<file path="src/hw/rtl/assert_macros.svh">
// Assertion helpers; all checks are sampled on clk_i and disabled during reset.
`ifndef ASSERT_MACROS_SVH
`define ASSERT_MACROS_SVH

// Property must hold at every clock edge outside reset.
`define ASSERT_CLK(lbl, prop) \
  lbl: assert property (@(posedge clk_i) disable iff (!rst_ni) (prop)) \
    else $error("assertion failed");

// Expression must never be true outside reset.
`define ASSERT_NEVER(lbl, expr) \
  lbl: assert property (@(posedge clk_i) disable iff (!rst_ni) !(expr)) \
    else $error("forbidden condition seen");

`endif

</file>
<file path="src/hw/rtl/hlfc_pkg.sv">
`timescale 1ns / 1ps
package hlfc_pkg;

  localparam int AngleStepsDef = 1024;
  localparam int FracBitsDef   = 4;

  localparam int AngleW  = 10;
  localparam int RhoW    = 18;
  localparam int DimW    = 12;
  localparam int TrigW   = 16;   // Q1.15 signed
  localparam int MagW    = 15;   // magnitude of a Q1.15 value
  localparam int CoordW  = 16;
  localparam int CountW  = 3;
  localparam int CfgIdxW = 2;
  localparam int NumEdge = 4;

  localparam logic [DimW-1:0] WidthRst  = 12'd640;
  localparam logic [DimW-1:0] HeightRst = 12'd480;

  typedef enum logic [CfgIdxW-1:0] {
    CFG_WIDTH  = 2'd0,
    CFG_HEIGHT = 2'd1
  } cfg_idx_e;

  typedef struct packed {
    logic              found;
    logic [CountW-1:0] count;
    logic [CoordW-1:0] sx;
    logic [CoordW-1:0] sy;
    logic [CoordW-1:0] ex;
    logic [CoordW-1:0] ey;
  } result_t;

  localparam logic [63:0] PiQ30  = 64'd3373259426;
  localparam logic [63:0] OneQ30 = 64'd1 << 30;

  // First-quadrant sine, Taylor series in Horner form, Q1.15 result.
  function automatic logic [TrigW-1:0] quarter_sine(input logic [63:0] a);
    logic [63:0] x;
    logic [63:0] x2;
    logic [63:0] t;
    logic [63:0] s;
    logic [63:0] r;
    x  = (a * PiQ30) >> 16;
    x2 = (x * x) >> 30;
    t  = OneQ30 - x2 / 64'd110;
    t  = OneQ30 - ((x2 * t) >> 30) / 64'd72;
    t  = OneQ30 - ((x2 * t) >> 30) / 64'd42;
    t  = OneQ30 - ((x2 * t) >> 30) / 64'd20;
    t  = OneQ30 - ((x2 * t) >> 30) / 64'd6;
    s  = (x * t) >> 30;
    r  = (s + (64'd1 << 14)) >> 15;
    if (r > 64'd32767) r = 64'd32767;
    return r[TrigW-1:0];
  endfunction

  // Sine of a phase in units of pi/65536, folded to the first quadrant.
  function automatic logic signed [TrigW-1:0] phase_sine(input logic [31:0] u);
    logic [31:0] uu;
    logic [31:0] v;
    logic [31:0] a;
    logic        neg;
    logic [TrigW-1:0] s;
    uu  = u & 32'h1FFFF;
    neg = (uu >= 32'd65536);
    v   = neg ? (uu - 32'd65536) : uu;
    a   = (v <= 32'd32768) ? v : (32'd65536 - v);
    s   = quarter_sine({32'd0, a});
    return neg ? $signed(-s) : $signed(s);
  endfunction

endpackage

</file>
<file path="src/hw/rtl/hlfc_edge.sv">
`timescale 1ns / 1ps
module hlfc_edge #(
  parameter int FRAC_BITS = hlfc_pkg::FracBitsDef,
  localparam int LW = hlfc_pkg::DimW + FRAC_BITS,
  localparam int RW = LW + hlfc_pkg::MagW
) (
  input  logic                                              clk_i,
  input  logic                                              en_i,
  input  logic signed [hlfc_pkg::TrigW-1:0]                 sin_i,
  input  logic signed [hlfc_pkg::TrigW-1:0]                 cos_i,
  input  logic signed [hlfc_pkg::RhoW-1:0]                  rho_i,
  input  logic [hlfc_pkg::DimW-1:0]                         width_i,
  input  logic [hlfc_pkg::DimW-1:0]                         height_i,
  output logic [hlfc_pkg::NumEdge-1:0]                      hit_o,
  output logic [hlfc_pkg::NumEdge-1:0][RW-1:0]              dvd_o,
  output logic [hlfc_pkg::NumEdge-1:0][hlfc_pkg::MagW-1:0]  dvs_o
);
  import hlfc_pkg::*;

  localparam int PW = LW + TrigW + 1;                  // dim times signed trig
  localparam int NW = ((PW > RhoW + 15) ? PW : RhoW + 15) + 1;

  logic [LW-1:0]           w_lim, h_lim;
  logic signed [NW-1:0]    rho_s;
  logic signed [PW-1:0]    hs_prod, wc_prod;
  logic [MagW-1:0]         cmag, smag;

  logic signed [NW-1:0]    num_d [NumEdge];
  logic                    neg_d [NumEdge];
  logic [MagW-1:0]         mag_d [NumEdge];
  logic [RW-1:0]           lim_d [NumEdge];
  logic                    gate_d [NumEdge];

  logic signed [NW-1:0]    num_q [NumEdge];
  logic                    neg_q [NumEdge];
  logic [MagW-1:0]         mag_q [NumEdge];
  logic [RW-1:0]           lim_q [NumEdge];
  logic                    gate_q [NumEdge];

  logic signed [NW:0]      nrm [NumEdge];
  logic [NumEdge-1:0]      hit_d, hit_q;
  logic [RW-1:0]           dvd_d [NumEdge];
  logic [RW-1:0]           dvd_q [NumEdge];
  logic [MagW-1:0]         dvs_q [NumEdge];

  // Stage 1: numerators, divisor magnitudes and edge limits
  always_comb begin
    w_lim   = LW'(width_i) << FRAC_BITS;
    h_lim   = LW'(height_i) << FRAC_BITS;
    rho_s   = NW'(rho_i) <<< 15;
    hs_prod = $signed({1'b0, h_lim}) * sin_i;
    wc_prod = $signed({1'b0, w_lim}) * cos_i;
    cmag    = cos_i[TrigW-1] ? MagW'(-cos_i) : MagW'(cos_i);
    smag    = sin_i[TrigW-1] ? MagW'(-sin_i) : MagW'(sin_i);

    num_d[0] = rho_s - NW'(hs_prod);   // top
    num_d[1] = rho_s;                  // bottom
    num_d[2] = rho_s;                  // left
    num_d[3] = rho_s - NW'(wc_prod);   // right
    neg_d[0] = cos_i[TrigW-1];
    neg_d[1] = cos_i[TrigW-1];
    neg_d[2] = sin_i[TrigW-1];
    neg_d[3] = sin_i[TrigW-1];
    mag_d[0] = cmag;
    mag_d[1] = cmag;
    mag_d[2] = smag;
    mag_d[3] = smag;
    lim_d[0] = RW'(w_lim) * RW'(cmag);
    lim_d[1] = lim_d[0];
    lim_d[2] = RW'(h_lim) * RW'(smag);
    lim_d[3] = lim_d[2];
    gate_d[0] = (cos_i != '0);
    gate_d[1] = (cos_i != '0);
    gate_d[2] = (sin_i != '0);
    gate_d[3] = (sin_i != '0);
  end

  always_ff @(posedge clk_i) begin
    if (en_i) begin
      for (int e = 0; e < NumEdge; e++) begin
        num_q[e]  <= num_d[e];
        neg_q[e]  <= neg_d[e];
        mag_q[e]  <= mag_d[e];
        lim_q[e]  <= lim_d[e];
        gate_q[e] <= gate_d[e];
      end
    end
  end

  // Stage 2: sign fold, strict interior test, rounding offset
  always_comb begin
    for (int e = 0; e < NumEdge; e++) begin
      nrm[e]   = neg_q[e] ? -(NW+1)'(num_q[e]) : (NW+1)'(num_q[e]);
      hit_d[e] = gate_q[e] && (nrm[e] > 0) && (nrm[e] < $signed((NW+1)'(lim_q[e])));
      dvd_d[e] = nrm[e][RW-1:0] + RW'(mag_q[e] >> 1);
    end
  end

  always_ff @(posedge clk_i) begin
    if (en_i) begin
      hit_q <= hit_d;
      for (int e = 0; e < NumEdge; e++) begin
        dvd_q[e] <= dvd_d[e];
        dvs_q[e] <= mag_q[e];
      end
    end
  end

  always_comb begin
    hit_o = hit_q;
    for (int e = 0; e < NumEdge; e++) begin
      dvd_o[e] = dvd_q[e];
      dvs_o[e] = dvs_q[e];
    end
  end

endmodule

</file>
<file path="config.mk">
export PLATFORM = sky130hd
export DESIGN_NAME = hlfc_edge
export DESIGN_NICKNAME = d
export VERILOG_FILES = /design/src/hw/rtl/assert_macros.svh /design/src/hw/rtl/hlfc_pkg.sv /design/src/hw/rtl/hlfc_edge.sv
export SDC_FILE = /design/constraint.sdc
export NUM_CORES = 2
export LEC_CHECK = 0
export ABC_AREA = 0
export BUFFER_PORTS_ARGS = -buffer_cell sky130_fd_sc_hd__buf_4
export CELL_PAD_IN_SITES_DETAIL_PLACEMENT = 0
export CELL_PAD_IN_SITES_GLOBAL_PLACEMENT = 1
export CORE_ASPECT_RATIO = 1.5
export CORE_UTILIZATION = 50
export CTS_CLUSTER_SIZE = 24
export DETAILED_ROUTE_END_ITERATION = 16
export MAX_ROUTING_LAYER = met4
export PLACE_DENSITY = 0.82
export SYNTH_ARGS = -nofsm -noshare
export SYNTH_HDL_FRONTEND = slang
export SYNTH_SLANG_ARGS = --single-unit
</file>
<file path="constraint.sdc">
create_clock -name clk_i -period 11.6 [get_ports clk_i]
set_input_delay 2.32 -clock clk_i [delete_from_list [all_inputs] [get_ports clk_i]]
set_output_delay 2.32 -clock clk_i [all_outputs]
set_load 0.1 [all_outputs]
</file>
# Yosys cells after proc, flatten, opt, wreduce, memory -nomap -nowiden

Memories as Yosys holds them, arrays and structs flattened.
Cells that the tools add are included.

Register bits after elaboration: 4
Bits in writable memories: 496
Bits of input ports: 76
Output and inout port bits: 188
Memories: 7

$add $sub $neg: 12
Multiply operators: 4
Order comparisons: 8
Mux-type cells: 8
Reduce and logical (&&, ||, !) cells: 10

Memories:

| memory          | words | width | rd ports | clocked after memory_dff | wr ports | RTL line        | source |
|---|---|---|---|---|---|---|---|
| num_q           | 4     | 34    | 4        | 0                        | 4        | hlfc_edge.sv:34 | `logic signed [NW-1:0] num_q [NumEdge];` |
| dvd_q           | 4     | 31    | 4        | 0                        | 4        | hlfc_edge.sv:43 | `logic [RW-1:0] dvd_q [NumEdge];` |
| lim_q           | 4     | 27    | 4        | 0                        | 4        | hlfc_edge.sv:37 | `logic [RW-1:0] lim_q [NumEdge];` |
| dvs_q           | 4     | 15    | 4        | 0                        | 4        | hlfc_edge.sv:44 | `logic [MagW-1:0] dvs_q [NumEdge];` |
| mag_q           | 4     | 15    | 4        | 0                        | 4        | hlfc_edge.sv:36 | `logic [MagW-1:0] mag_q [NumEdge];` |
| gate_q          | 4     | 1     | 4        | 0                        | 4        | hlfc_edge.sv:38 | `logic gate_q [NumEdge];` |
| 1 more memories | n/a   | n/a   | n/a      | n/a                      | n/a      | n/a             |  |

Operator list:

| operator                                             | count |
|---|---|
| > comparator 35 x 1 -> 1 bit (second input constant) | 4 |
| less-than comparator 35 x 32 -> 1 bit                | 4 |
| 2-to-1 mux 35 bit                                    | 4 |
| negator 34 -> 35 bit                                 | 4 |
| adder 31 x 14 -> 31 bit                              | 4 |
| subtractor 33 x 33 -> 34 bit                         | 2 |
| multiplier 13 x 16 -> 29 bit                         | 2 |
| multiplier 12 x 15 -> 27 bit                         | 2 |
| nonzero test 16 bit                                  | 2 |
| 2-to-1 mux 15 bit                                    | 2 |
| negator 15 bit                                       | 2 |
| logical AND 1 bit                                    | 8 |
| 2-to-1 mux 1 bit                                     | 2 |

# Longest topological paths before layout

An unclocked memory read counts as a cell.

Depth after elaboration: 6
Depth in mapped cells: 33
Mapped depth without buffers: 31

# Least setup slack after synthesis

No wires, ideal clock.

Kind: input-to-reg
Start: in sin_i[4] (netlist bit)
End: mem num_q[0][33] (netlist bit) (data pin)
Arrival time: 9.167 ns
Setup slack: 2.253 ns
Stages on the path: 30
Path buffers: 2
Path through: clkbuf_1 clkbuf_1 nand2_1 fa_1 fa_1 fa_1 inv_1 fa_1 inv_1 fa_1 inv_1 ha_1 a21o_1 a21oi_1 nor2b_1 a211o_1 a41o_1 a21oi_1 o21bai_1 a21oi_1 mux2i_1 a2111oi_0 ha_1 a21o_1 a21o_1 a21oi_1 o21bai_1 a221oi_1 o21ai_0 a221oi_1

RTL lines:

| element     | RTL line        | source |
|---|---|---|
| from (decl) | hlfc_edge.sv:9  | `input logic signed [hlfc_pkg::TrigW-1:0] sin_i,` |
| to (decl)   | hlfc_edge.sv:34 |  |

==> key figures <==
Setup path
  • Worst path most repeated cell: fa_1
  • R2R depth: 15
  • Startpoint Class: input pin
  • Worst setup EP type: flip-flop
  • Setup Crit Path Kind: input pin to flip-flop
  • Maximum fanout along the worst path: 30
  • Critical Path Slowest Stage Cell: fa_1
  • Worst endpoint required time: 11.99 ns
  • Slowest stage delay, CP: 0.54 ns
  • Critical Path AT: 10.05 ns

Detailed routing
  • Routed wire length: 111000 um
  • Drt drc: 0
  • 1st-iter DRT viols: 1697
  • Drt wl/cell: 19.2 um
  • Via count: 31400
  • Vias per cell: 5.43
  • Post-detailed-route count of antenna-violating nets: 0
  • DRT Pass-1 Iters: 5

Clock tree
  • Gates resized, CTS repair: 0
  • # Post-CTS Setup Buffers: 0
  • Clk buf depth: 3
  • CTS clock-pin slew for the worst setup and hold paths: 0.08 ns
  • Cts bufs inserted: 24
  • CTS Root Cell: clkbuf_16
  • Worst-Skew Late Latency: 0.58 ns
  • Number of hold buffers added after CTS: 0
  • CTS tree: built
  • Clock sink count: 283
  • H-tree levels: 1

Finish
  • P&R area growth vs syn: 7.89%
  • Commonest non-fill, non-tap cell in the layout: inv_1
  • Share of cells above drive strength 1: 8.08%
  • Commonest non-fill, non-tap cells in the layout: 920 x inv_1, 618 x fa_1, 552 x nand2_1, 411 x ha_1, 313 x and2_1
  • Layout Nets: 5743
  • Post-route cell area: 46400 um2
  • FILL cells: 7775

Floorplanning
  • Die height: 361 um
  • Ports: 264
  • Cell Rows: 131
  • Full die area: 87100 um2
  • Core Footprint: 85100 um2
  • Die Wd: 241 um
  • Initial Util: 50.5%

Timing
  • Setup TNS: 0 ns
  • Final hold violations: 0
  • Period minus WS final: 9.65 ns
  • Finish-stage setup viols: 0
  • Maximum clock rate: 104 MHz
  • Minimum setup slack in the final design: 1.95 ns
  • Final Slew Violations: 0
  • Max Clock Skew: 0.0325 ns
  • RSZ-0062 raised after global routing: no
  • Final period utilization: 83.2%
  • Slew @ Worst Pin: 1.07 ns
  • Slew HR: 28.1%

Placed design
  • Post-DP Area: 45500 um2
  • Port buffer count: 261
  • GP Congestion: 1.03
  • HPWL after DPL: 90500 um
  • Dpl ws: 1.47 ns

Synthesis
  • Top FF cell, synth: edfxtp_1
  • Library cells used by synthesis: 72
  • YS warnings: 0
  • EDFF count, synth: 283
  • Sequential fraction of the synthesis area: 19.8%
  • Post-synthesis cell area: 43000 um2
  • Ys async rst share: 0%
  • Synth area leaders: fa_1 29%, edfxtp_1 20%, ha_1 12%
  • Synthesized instance count: 4554
  • Largest area contributor in the netlist: fa_1
  • FF+latch count, synth: 283
  • Synth Area per Inst: 9.43 um2
  • Yosys top cell area share: 28.8%

Global route
  • GR Util All Layers: 27.0%
  • Pin count of the biggest net entering global routing: 157
  • Number of global-route vias before repair: 32600
  • Global-route wire length before repair: 176000 um
  • Final global-route overflow total: 0
  • Initial antenna violation count: 5

Outcome
  • Outcome: complete, no violations

Job
  • Max-cap violations: 0

Worst hold path
  • Hold crit path type: flip-flop to flip-flop
  • Hold path cells: 0
[worst max-delay path, delay by kind of cell]
kind	cells	cell delay, ns
compound gates	15	3.40
fa+ha+maj	7	3.20
buf+inv	6	0.66
simple gates	2	0.32
mux	1	0.12
[layer usage]
layer | vias to the layer above | GRT usage [%] | routed length (um)
met1 | 15800 | 32.4 | 44200
met3 | 225 | 1.76 | 5350
li1 | 14500 | - | -
met5 | - | - | 0
met4 | 0 | 9.47 | 4100
met2 | 928 | 47.4 | 57700
[layout make-up]
type | instances | area (um2) | share of cell area, %
antenna | 3 | 7.51 | 0.0162
clock buffer | 25 | 604 | 1.30
clock inverter | 19 | 234 | 0.505
inverter | 921 | 3460 | 7.46
multi-input combinational | 3120 | 30000 | 64.6
sequential | 283 | 8500 | 18.3
tap | 1130 | 1410 | 3.05
timing repair buffer | 288 | 2180 | 4.71
[path summary, 6_finish.rpt]
kind	startpoint	to	slack, ns
worst max register to register	num_q[3][12]	hit_o[3]	7.04
worst min register to register	mag_q[1][1]	dvd_q[0][0]	0.42
worst max-delay path	height_i[3]	num_q[0][33]	1.95
worst min-delay path	mag_q[1][1]	dvd_q[0][0]	0.42
[cells in the mapped netlist (12+ instances only)]
master    instances
and3_1           12
nor2b_1          19
a21o_1           86
a31oi_1          21
or3_1            25
clkbuf_1        159
nor2_1          106
a211oi_1         16
xor2_1           82
o21bai_1         28
o31ai_1          32
nand2_1         552
nor4_1           28
and2_1          313
o21ai_0          93
or4_1            18
fa_1            618
xnor2_1         214
nand3_1          38
nand2b_1         32
buf_4            69
a21oi_1         138
or2_2            20
inv_1           920
nand4_1          29
nor3_1           48
edfxtp_1        283
ha_1            411
[registers in the layout, summed over array words and instances, names as in the netlist]
| name | count |
|---|---|
| mag_q | 30 |
| lim_q | 54 |
| num_q | 76 |
| hit_o | 4 |
| dvs_q | 2 |
| dvd_q | 113 |
| gate_q | 2 |
| neg_q | 2 |
[through the flow]
step           util (%)  cells  hold WS, ns
3_3_place_gp       53.5   5742        0.401
6_report           54.5   5789        0.422
4_1_cts            54.5   5786        0.422
3_5_place_dp       53.5   5742        0.405
5_1_grt            54.5   5787        0.441
2_1_floorplan         -   4555        0.400
[cell families after synthesis]
group	share of synthesized area [%]
AO/OA/AOI/OAI	7.94
AND/OR/NAND/NOR	14.6
flip-flops	19.8
buffers and inverters	10.7
multiplexers	0.119
adder cells (fa/ha/maj)	40.8
other	0.00873
XOR/XNOR	6.07
Power is not shown: default switching activity piles up to over one toggle a cycle in this logic, so the estimate is an artifact.
