**src/hw/rtl/assert_macros.svh**
```systemverilog
// Assertion helpers; all checks are sampled on clk_i and disabled during reset.
`ifndef ASSERT_MACROS_SVH
`define ASSERT_MACROS_SVH

// Property must hold at every clock edge outside reset.
`define ASSERT_CLK(lbl, prop) \
  lbl: assert property (@(posedge clk_i) disable iff (!rst_ni) (prop)) \
    else $error("assertion failed");

// Expression must never be true outside reset.
`define ASSERT_NEVER(lbl, expr) \
  lbl: assert property (@(posedge clk_i) disable iff (!rst_ni) !(expr)) \
    else $error("forbidden condition seen");

`endif

```
**src/hw/rtl/hlfc_pkg.sv**
```systemverilog
`timescale 1ns / 1ps
package hlfc_pkg;

  localparam int AngleStepsDef = 1024;
  localparam int FracBitsDef   = 4;

  localparam int AngleW  = 10;
  localparam int RhoW    = 18;
  localparam int DimW    = 12;
  localparam int TrigW   = 16;   // Q1.15 signed
  localparam int MagW    = 15;   // magnitude of a Q1.15 value
  localparam int CoordW  = 16;
  localparam int CountW  = 3;
  localparam int CfgIdxW = 2;
  localparam int NumEdge = 4;

  localparam logic [DimW-1:0] WidthRst  = 12'd640;
  localparam logic [DimW-1:0] HeightRst = 12'd480;

  typedef enum logic [CfgIdxW-1:0] {
    CFG_WIDTH  = 2'd0,
    CFG_HEIGHT = 2'd1
  } cfg_idx_e;

  typedef struct packed {
    logic              found;
    logic [CountW-1:0] count;
    logic [CoordW-1:0] sx;
    logic [CoordW-1:0] sy;
    logic [CoordW-1:0] ex;
    logic [CoordW-1:0] ey;
  } result_t;

  localparam logic [63:0] PiQ30  = 64'd3373259426;
  localparam logic [63:0] OneQ30 = 64'd1 << 30;

  // First-quadrant sine, Taylor series in Horner form, Q1.15 result.
  function automatic logic [TrigW-1:0] quarter_sine(input logic [63:0] a);
    logic [63:0] x;
    logic [63:0] x2;
    logic [63:0] t;
    logic [63:0] s;
    logic [63:0] r;
    x  = (a * PiQ30) >> 16;
    x2 = (x * x) >> 30;
    t  = OneQ30 - x2 / 64'd110;
    t  = OneQ30 - ((x2 * t) >> 30) / 64'd72;
    t  = OneQ30 - ((x2 * t) >> 30) / 64'd42;
    t  = OneQ30 - ((x2 * t) >> 30) / 64'd20;
    t  = OneQ30 - ((x2 * t) >> 30) / 64'd6;
    s  = (x * t) >> 30;
    r  = (s + (64'd1 << 14)) >> 15;
    if (r > 64'd32767) r = 64'd32767;
    return r[TrigW-1:0];
  endfunction

  // Sine of a phase in units of pi/65536, folded to the first quadrant.
  function automatic logic signed [TrigW-1:0] phase_sine(input logic [31:0] u);
    logic [31:0] uu;
    logic [31:0] v;
    logic [31:0] a;
    logic        neg;
    logic [TrigW-1:0] s;
    uu  = u & 32'h1FFFF;
    neg = (uu >= 32'd65536);
    v   = neg ? (uu - 32'd65536) : uu;
    a   = (v <= 32'd32768) ? v : (32'd65536 - v);
    s   = quarter_sine({32'd0, a});
    return neg ? $signed(-s) : $signed(s);
  endfunction

endpackage

```
**src/hw/rtl/hlfc_div.sv**
```systemverilog
`timescale 1ns / 1ps
module hlfc_div #(
  parameter int FRAC_BITS = hlfc_pkg::FracBitsDef,
  localparam int QW = hlfc_pkg::DimW + FRAC_BITS,
  localparam int RW = QW + hlfc_pkg::MagW
) (
  input  logic                      clk_i,
  input  logic                      en_i,
  input  logic                      hit_i,
  input  logic [RW-1:0]             dvd_i,
  input  logic [hlfc_pkg::MagW-1:0] dvs_i,
  output logic                      hit_o,
  output logic [QW-1:0]             quo_o
);
  import hlfc_pkg::*;

  logic [RW-1:0]   rem_q [QW];
  logic [MagW-1:0] dvs_q [QW];
  logic [QW-1:0]   quo_q [QW];
  logic            hit_q [QW];

  // Restoring divider, one quotient bit per stage, MSB first
  for (genvar s = 0; s < QW; s++) begin : g_stage
    localparam int Bit = QW - 1 - s;
    logic [RW-1:0]   rem_in, shf;
    logic [MagW-1:0] dvs_in;
    logic [QW-1:0]   quo_in;
    logic            hit_in, take;

    if (s == 0) begin : g_first
      assign rem_in = dvd_i;
      assign dvs_in = dvs_i;
      assign quo_in = '0;
      assign hit_in = hit_i;
    end else begin : g_next
      assign rem_in = rem_q[s-1];
      assign dvs_in = dvs_q[s-1];
      assign quo_in = quo_q[s-1];
      assign hit_in = hit_q[s-1];
    end

    assign shf  = RW'(dvs_in) << Bit;
    assign take = (rem_in >= shf);

    always_ff @(posedge clk_i) begin
      if (en_i) begin
        rem_q[s] <= take ? (rem_in - shf) : rem_in;
        dvs_q[s] <= dvs_in;
        quo_q[s] <= {quo_in[QW-2:0], take};
        hit_q[s] <= hit_in;
      end
    end
  end

  assign hit_o = hit_q[QW-1];
  assign quo_o = quo_q[QW-1];

endmodule

```
**config.mk**
```make
export PLATFORM = sky130hd
export DESIGN_NAME = hlfc_div
export DESIGN_NICKNAME = d
export VERILOG_FILES = /design/src/hw/rtl/assert_macros.svh /design/src/hw/rtl/hlfc_pkg.sv /design/src/hw/rtl/hlfc_div.sv
export SDC_FILE = /design/constraint.sdc
export NUM_CORES = 1
export LEC_CHECK = 0
export ABC_AREA = 1
export BUFFER_PORTS_ARGS = -buffer_cell sky130_fd_sc_hd__buf_2
export CORE_AREA = 2 2 319 321
export DETAILED_ROUTE_END_ITERATION = 16
export DIE_AREA = 0 0 321 323
export PLACE_DENSITY_LB_ADDON = 0.12
export SYNTH_ARGS = -nofsm -noshare
export SYNTH_HDL_FRONTEND = slang
export SYNTH_SLANG_ARGS = --single-unit
```
**constraint.sdc**
```tcl
create_clock -name clk_i -period 6.25 [get_ports clk_i]
set_input_delay 0.3125 -clock clk_i [delete_from_list [all_inputs] [get_ports clk_i]]
set_output_delay 0.3125 -clock clk_i [all_outputs]
set_load 0.02 [all_outputs]
```
; ---- Word-level counts from Yosys, hierarchy flattened
; Memories as Yosys holds them, arrays and structs flattened.
; Cells that the tools add are included.
; W data, S select, Z words.
[word_totals]
ram_bits = 1008
in_bits = 49
mem_count = 4
register_bits = 0
[mem_list]
columns = memory, words, width, rd, rd_clocked_by_memory_dff, wr, line
row1 = rem_q, 16, 31, 15, 0, 16, hlfc_div.sv:17  ; logic [RW-1:0] rem_q [QW];
row2 = quo_q, 16, 16, 16, 0, 16, hlfc_div.sv:19  ; logic [QW-1:0] quo_q [QW];
row3 = dvs_q, 16, 15, 15, 0, 16, hlfc_div.sv:18  ; logic [MagW-1:0] dvs_q [QW];
row4 = hit_q, 16, 1, 16, 0, 16, hlfc_div.sv:20  ; logic hit_q [QW];
[op_classes]
addsub = 16
n_mux = 18
n_lt_le_gt_ge = 16
[ops]
columns = cell, n
row1 = $mux W31, 16
row2 = $ge A31 B15 Y1, 1
row3 = $ge A31 B16 Y1, 1
row4 = $ge A31 B17 Y1, 1
row5 = $ge A31 B18 Y1, 1
row6 = $ge A31 B19 Y1, 1
row7 = $ge A31 B20 Y1, 1
row8 = $ge A31 B21 Y1, 1
row9 = $ge A31 B22 Y1, 1
row10 = $ge A31 B23 Y1, 1
row11 = $ge A31 B24 Y1, 1
row12 = $ge A31 B25 Y1, 1
row13 = $ge A31 B26 Y1, 1
row14 = $ge A31 B27 Y1, 1
row15 = $ge A31 B28 Y1, 1
row16 = $ge A31 B29 Y1, 1
row17 = $ge A31 B30 Y1, 1
row18 = $sub A31 B15 Y31, 1
row19 = $sub A31 B16 Y31, 1
row20 = $sub A31 B17 Y31, 1
row21 = $sub A31 B18 Y31, 1
row22 = $sub A31 B19 Y31, 1
row23 = $sub A31 B20 Y31, 1
row24 = $sub A31 B21 Y31, 1
row25 = 10 further kinds, 11

; ---- Logic depth before layout (Yosys ltp)
; Gate-level depths: netlist (run 1).
; An unclocked memory read counts as a cell.
[depth]
ltp_word = 3
depth_mapped = 16
depth_no_buf = 16

; ---- Worst setup path after synthesis (run 1)
; No wires, ideal clock.
[synth_timing]
kind = register -> register
start = memory rem_q[0][224] in the netlist's numbering
end = memory rem_q[1][12] in the netlist's numbering (data pin)
path_slack_ps = 4017
t_arrival_ps = 1976
synth_period_minus_slack_ps = 2233
required_ps = 5993
path_stages_with_launch = 14
path_buffers = 1
path_cell_list = edfxtp_1 > inv_1 > ha_1 > inv_1 > fa_1 > nand2_1 > nand3_1 > nand3_1 > nand2_1 > nand2_1 > nand3_2 > nor2_4 > buf_6 > o21ai_2
[synth_lines]
columns = element, line
row1 = start: declaration, hlfc_div.sv:17

==> results of run 1 <==
## power by group through the flow
stage               sequential [mW]  clock (mW)  combinational (mW)
finish                         8.68        5.47                8.53
global route                   8.75        5.80                9.71
CTS                            8.68        5.59                8.48
detailed placement             8.77           0                8.40
global placement               8.78           0                8.40
floorplan                      8.19           0                6.19
## registers in the layout, indices dropped and copies added (netlist names)
register  count
hit_q        16
rem_q       465
quo_q       136
dvs_q       225
## cell type report
class	instances	area, µm²
fillers	9501	45700
flip-flops and latches	842	25300
multi-input cells	4098	20500
inverters	965	3630
clock buffers	102	2340
well taps	1309	1640
repair buffers	118	898
clock inverters	70	724
## per-layer routing
metal	global-route usage	up-vias	wire length, µm
met4	0.127	0	6810
met2	0.472	1075	68300
met5	0	-	0
li1	-	19662	-
met1	0.356	18173	61200
met3	0.0290	266	6590
## kinds of logic after synthesis
logic type               share of synthesized area
AND/OR/NAND/NOR                              0.273
AO/OA/AOI/OAI                               0.0469
flip-flops                                   0.507
buffers and inverters                       0.0811
adder cells (fa/ha/maj)                     0.0662
XOR/XNOR                                    0.0262
## cells in the mapped netlist (67+ instances only)
cell	count
ha_1	240
edfxtp_1	842
inv_1	949
nand4_1	81
nand2_1	2045
a21oi_1	219
nor2_1	539
nor3_1	67
nand3_1	412
o21ai_0	106
xor2_1	115
## what timing repair did
item	4_1_cts	5_1_grt
endpoints found under the hold margin	46	0
endpoints found under the setup margin	0	0
hold buffers	46	0
## final timing paths
kind                 startpoint             to  slack [ns]  cells after the start
hold reg to reg    quo_q[2][18]    quo_q[3][3]        0.41                      0
hold / removal        dvd_i[30]   rem_q[0][30]        0.08                      3
setup reg to reg  rem_q[0][206]  rem_q[0][243]        2.84                      9
setup / recovery  rem_q[0][206]  rem_q[0][243]        2.84                      9
## critical path: stages (launching register included)
cell and delay, ns:
edfxtp_1 0.40, ha_1 0.38, a21oi_1 0.29, o21ai_0 0.16
inv_1 0.08, nand2_1 0.06, nor2_1 0.09, nand3_1 0.66
inv_1 0.88, a21oi_1 0.11
==> Implementation_results.wiki, run 1 <==
{| class="wikitable"
! Metric !! Value
|-
| Status || completed
|-
| I/O pin total || 66
|-
| Clock share of power || 0.241
|-
| Critical Path Sink Type || flip-flop
|-
| Critical path class || reg -> reg
|-
| Proportion of layout cells with a drive suffix above 1 || 0.0554
|-
| Width of the chip || 321 µm
|-
| Via-per-instance ratio || 5.22
|-
| Post-synth top area share || 0.507
|-
| Cell-internal power || 13.6 mW
|-
| Peak supply drop || 0.250 mV
|-
| Initial antenna violation count || 1
|-
| Leakage component of the power || 25.0 nW
|-
| Crit path required time || 6.65 ns
|-
| Comb pwr share || 0.376
|-
| Dpl hpwl || 112,000 µm
|-
| Instance count after placement with tap cells included || 7,286
|-
| Number of DRC violations after detailed-routing iteration 0 || 3,117
|-
| Switching portion of total power || 0.402
|-
| Diode insertion count for antenna repair || 0
|-
| Max frequency || 293 MHz
|-
| Fin. max-slew vios || 0
|-
| Overall overflow remaining after global route || 0
|-
| Min Tclk post-route || around 3.4 ns
|-
| Async set-or-reset flop fraction in the synthesized netlist || 0
|-
| Number of rows in the core area || 117
|-
| Part of the total power dissipated in sequential elements || 0.383
|-
| Post-CTS Setup Inserts || 0
|-
| Placed inst area || 51,500 µm²
|-
| Maximum fanout encountered on the critical timing path || 20
|-
| Non-Filler Instances || 7,504
|-
| Worst clock skew || 0.0253 ns
|-
| Tightest hold margin || 0.0836 ns
|-
| Total power || 22.7 mW
|-
| Post-synth EDFFs || roughly 840
|-
| Count of clock tree sinks || 842
|-
| Final core utilization || 0.547
|-
| Signal arrival time at the worst endpoint || 3.81 ns
|-
| Final Hold Violating Endpoints || 0
|-
| Syn nets || 6,260
|-
| Number of maximum-capacitance constraint violations || 0
|-
| Synth unique cells || 47
|-
| Worst-Skew Late Latency || 0.69 ns
|-
| Vias post-DR || 39,176
|-
| Total routed wirelength || 143,000 µm
|-
| Relative slew slack || 0.240
|-
| TritonCTS clock tree || done
|-
| Yosys warning count || 0
|-
| Tot GR Track Use || 0.277
|-
| Post-synthesis instance area || between 40,000 and 50,000 µm²
|-
| Startpoint types || flip-flop
|-
| Setup TNS Final || 0 ns
|-
| Post-route ant nets || 0
|-
| Setup Slack @ Placement || between 2 and 3 ns
|-
| Routed WL per cell || 19.0 µm
|-
| Leading register cell type out of synthesis || edfxtp_1
|-
| Initial core utilization || 0.495
|-
| Setup repair after global routing missed its margin || no
|-
| Power Density || 412 nW/µm²
|-
| Slew at the pin closest to its max-slew limit || 1.14 ns
|-
| Commonest cells after routing, fill and taps aside || nand2_1, inv_1, edfxtp_1
|-
| Buffer levels on the longest clock path || 3
|-
| Top post-synthesis cells by area || edfxtp_1, nand2_1, inv_1
|-
| Chip Height || 323 µm
|-
| DIE AREA || 104,000 µm²
|-
| Final critical-path setup slack || approximately 2.8 ns
|-
| First-pass DRT Iterations || 6
|-
| Wire length of the first global-routing pass || about 220,000 µm
|-
| Largest net degree at the start of global routing || between 150 and 200
|-
| Class of the tightest hold or removal check || in -> reg
|-
| Post-synthesis sequential area ratio || 0.507
|-
| Setup-failing EPs final || 0
|-
| Count of buffers inserted at the top-level ports || 65
|-
| Synthesized netlist cell count || 5,956
|-
| Cell type with the highest aggregate area in the netlist || edfxtp_1
|-
| Root buf cell || clkbuf_16
|-
| Fin nets || approximately 6,400
|-
| Post-detailed-route DRC marker count || 0
|-
| Most common library cell in the layout ignoring fill and taps || nand2_1
|-
| Global placer's final weighted congestion || 0.976
|-
| Power spent charging and discharging nets || around 9.1 mW
|-
| Syn avg cell area || 8.37 µm²
|-
| Layout area overhead || 10.4%
|-
| Deepest level of the CTS H-tree || 3
|-
| Area of the core || 101,000 µm²
|-
| Total of cells resized after clock tree synthesis || 0
|-
| Clock transition at the registers of the reported paths || 0.06 ns
|-
| Number of clock buffers inserted by TritonCTS || 92
|-
| Final Cycle Share || 0.545
|-
| Number of global-route vias before repair || 37,198
|-
| Post-route cell area || 55,100 µm²
|-
| Flip-flop and latch count after synthesis || 842
|}
(Power assumes the default switching activity.)
==> run 2: changes to the inputs <==
clock period = 3.2 ns   (was 6.25 ns; I/O delays follow)
==> run 2 against run 1 <==
Sequential power is 95% higher. Cell count is 0.40% higher. Critical path depth is 6 higher. Register-to-register slack worse by 2.5 ns. Flip-flop and latch count stayed put. Critical path type unchanged.
==> Implementation_results.wiki, run 2 (same netlist as run 1, synthesis figures left out) <==
{| class="wikitable"
! Metric !! Value
|-
| Max frequency || around 350 MHz
|-
| Most common library cell in the layout ignoring fill and taps || nand2_1
|-
| Post-route ant nets || 0
|-
| Area of the core || 101,000 µm²
|-
| Layout area overhead || 11.1%
|-
| Wire length of the first global-routing pass || 218,000 µm
|-
| Tot GR Track Use || 0.276
|-
| Startpoint types || flip-flop
|-
| HP Start || dvs_i[8]
|-
| Peak supply drop || about 0.47 mV
|-
| Family with the most delay on the worst path || simple AND/OR/NAND/NOR gates
|-
| Number of clock buffers inserted by TritonCTS || between 90 and 100
|-
| Clock share of power || 0.243
|-
| I/O pin total || 66
|-
| Vias post-DR || 39,261
|-
| Power Density || 800 nW/µm²
|-
| Leakage component of the power || between 20 and 30 nW
|-
| Width of the chip || ~320 µm
|-
| Diode insertion count for antenna repair || 0
|-
| Critical path buffer and inverter count || 4
|-
| Maximum fanout encountered on the critical timing path || 22
|-
| Slowest cell on the critical path || inv_2
|-
| Dpl hpwl || 113,000 µm
|-
| Post-CTS Setup Inserts || 0
|-
| Sequence of cells on the critical path || inv_1, ha_1, inv_1, fa_1, nand2_1, nand2_1, nand2_1, inv_1, nand2_1, nand3_1, nand2_1, nand2_2, inv_2, nand2_1, nand2_1
|-
| Initial core utilization || 0.495
|-
| Commonest cells after routing, fill and taps aside || nand2_1, inv_1, edfxtp_1
|-
| Leading registers by flop count || rem_q: 465 flops, dvs_q: 225 flops, quo_q: 136 flops
|-
| Fin nets || 6,454
|-
| Setup-failing EPs final || 0
|-
| Initial antenna violation count || 0
|-
| Power spent charging and discharging nets || 17.5 mW
|-
| TritonCTS clock tree || done
|-
| Proportion of layout cells with a drive suffix above 1 || 0.0583
|-
| Slew at the pin closest to its max-slew limit || 0.844 ns
|-
| Deepest level of the CTS H-tree || 3
|-
| DIE AREA || ~100,000 µm²
|-
| Relative slew slack || 0.431
|-
| Overall overflow remaining after global route || 0
|-
| Signal arrival time at the worst endpoint || 3.35 ns
|-
| Routed WL per cell || 18.9 µm
|-
| Total routed wirelength || roughly 140,000 µm
|-
| Buffer levels on the longest clock path || 3
|-
| Number of global-route vias before repair || approximately 38,000
|-
| Largest net degree at the start of global routing || 102
|-
| Non-Filler Instances || 7,534
|-
| Final core utilization || 0.550
|-
| Number of maximum-capacitance constraint violations || 0
|-
| Worst-Skew Late Latency || between 0.6 and 0.7 ns
|-
| Register bank with the most flops || rem_q
|-
| Post-detailed-route DRC marker count || 0
|-
| Start point of the critical path || rem_q[1][96]
|-
| Comb pwr share || 0.375
|-
| Tightest hold margin || 0.210 ns
|-
| Chip Height || about 320 µm
|-
| First-pass DRT Iterations || 6
|-
| Cell mode on critical path || nand2_1
|-
| Clock transition at the registers of the reported paths || ~0.06 ns
|-
| Global placer's final weighted congestion || ~1
|-
| Status || completed
|-
| Post-route cell area || 55,400 µm²
|-
| Count of buffers inserted at the top-level ports || 65
|-
| Largest incremental delay on the critical path || 0.43 ns
|-
| Cell-internal power || 26.8 mW
|-
| Fin. max-slew vios || 0
|-
| Final Hold Violating Endpoints || 0
|-
| Number of rows in the core area || ~120
|-
| Instance count after placement with tap cells included || 7,318
|-
| Via-per-instance ratio || 5.21
|-
| Switching portion of total power || 0.396
|-
| Startpoint of the worst register-to-register path || rem_q[1][96]
|-
| Count of clock tree sinks || 842
|-
| Part of the total power dissipated in sequential elements || 0.382
|-
| Class of the tightest hold or removal check || in -> reg
|-
| Flip-flop count of the largest register, all copies and words added || approximately 470
|-
| Setup repair after global routing missed its margin || no
|-
| Worst clock skew || 0.0325 ns
|-
| Placed inst area || 51,900 µm²
|-
| Min Tclk post-route || roughly 2.8 ns
|-
| Critical Path Sink Type || flip-flop
|-
| Number of DRC violations after detailed-routing iteration 0 || 3,165
|-
| Setup TNS Final || 0 ns
|-
| Critical path class || reg -> reg
|-
| Final Cycle Share || 0.888
|-
| Root buf cell || clkbuf_16
|-
| Crit path required time || ~3.7 ns
|}
run 2: changes by cell type in the layout (fill, tap and decap cells not counted), moves of 3 or more:
cell and change:
clkinv_1 +7, buf_4 +26, buf_12 +6, bufinv_16 +3, clkinvlp_4 -8, clkinv_4 -3
run 2: worst paths after layout:
check             slack [ns]  cells past startpoint       endpoint
setup reg to reg        0.36                     15  rem_q[1][137]
setup / recovery        0.36                     15  rem_q[1][137]
hold reg to reg         0.41                      0   quo_q[6][21]
hold / removal          0.21                      2    dvs_q[0][8]
run 2: power by group through the flow:
| stage | clock, mW | sequential [mW] | combinational, mW |
|---|---|---|---|
| after global placement | 0 | 17.1 | 16.3 |
| final | 10.7 | 16.9 | 16.6 |
| after CTS | 11.0 | 16.9 | 16.5 |
| after floorplan | 0 | 16.0 | 12.1 |
| after detailed placement | 0 | 17.1 | 16.3 |
| after global routing | 11.4 | 17.1 | 18.9 |
run 2: repair_timing:
| action | 4_1_cts | 5_1_grt |
|---|---|---|
| endpoints found under the hold margin | 80 | 0 |
| hold buffers | 48 | 0 |
| gates resized for setup | 0 | 0 |
run 2: worst reg2reg max path, cell delays in order, from the launching register on:
cell and delay [ns]:
edfxtp_1 0.37, inv_1 0.10, ha_1 0.16, inv_1 0.09, fa_1 0.38, nand2_1 0.10, nand2_1 0.07, nand2_1 0.15
inv_1 0.08, nand2_1 0.07, nand3_1 0.12, nand2_1 0.17, nand2_2 0.08, inv_2 0.43, nand2_1 0.11, nand2_1 0.18
run 2: per-layer routing:
metal  vias up  global-route usage  wire [µm]
met1     18188               0.351      60500
met2      1097               0.470      67800
met4         0               0.129       6880
met3       276              0.0347       7130
met5         -                   0          0
li1      19700                   -          -
run 2: cell type report:
class	count	area [µm²]
Tap cell	1309	1640
Clock buffer	104	2370
Timing Repair Buffer	152	1230
Multi-Input combinational cell	4098	20500
Fill cell	9352	45300
Sequential cell	842	25300
Inverter	965	3630
Clock inverter	64	684
run 2: through the flow:
step	setup slack, ns	power, mW
CTS	0.339	44.4
detailed placement	0.377	33.5
global route	0.0977	47.4
floorplan	0.967	28.1
global placement	0.365	33.5
finish	0.360	44.3
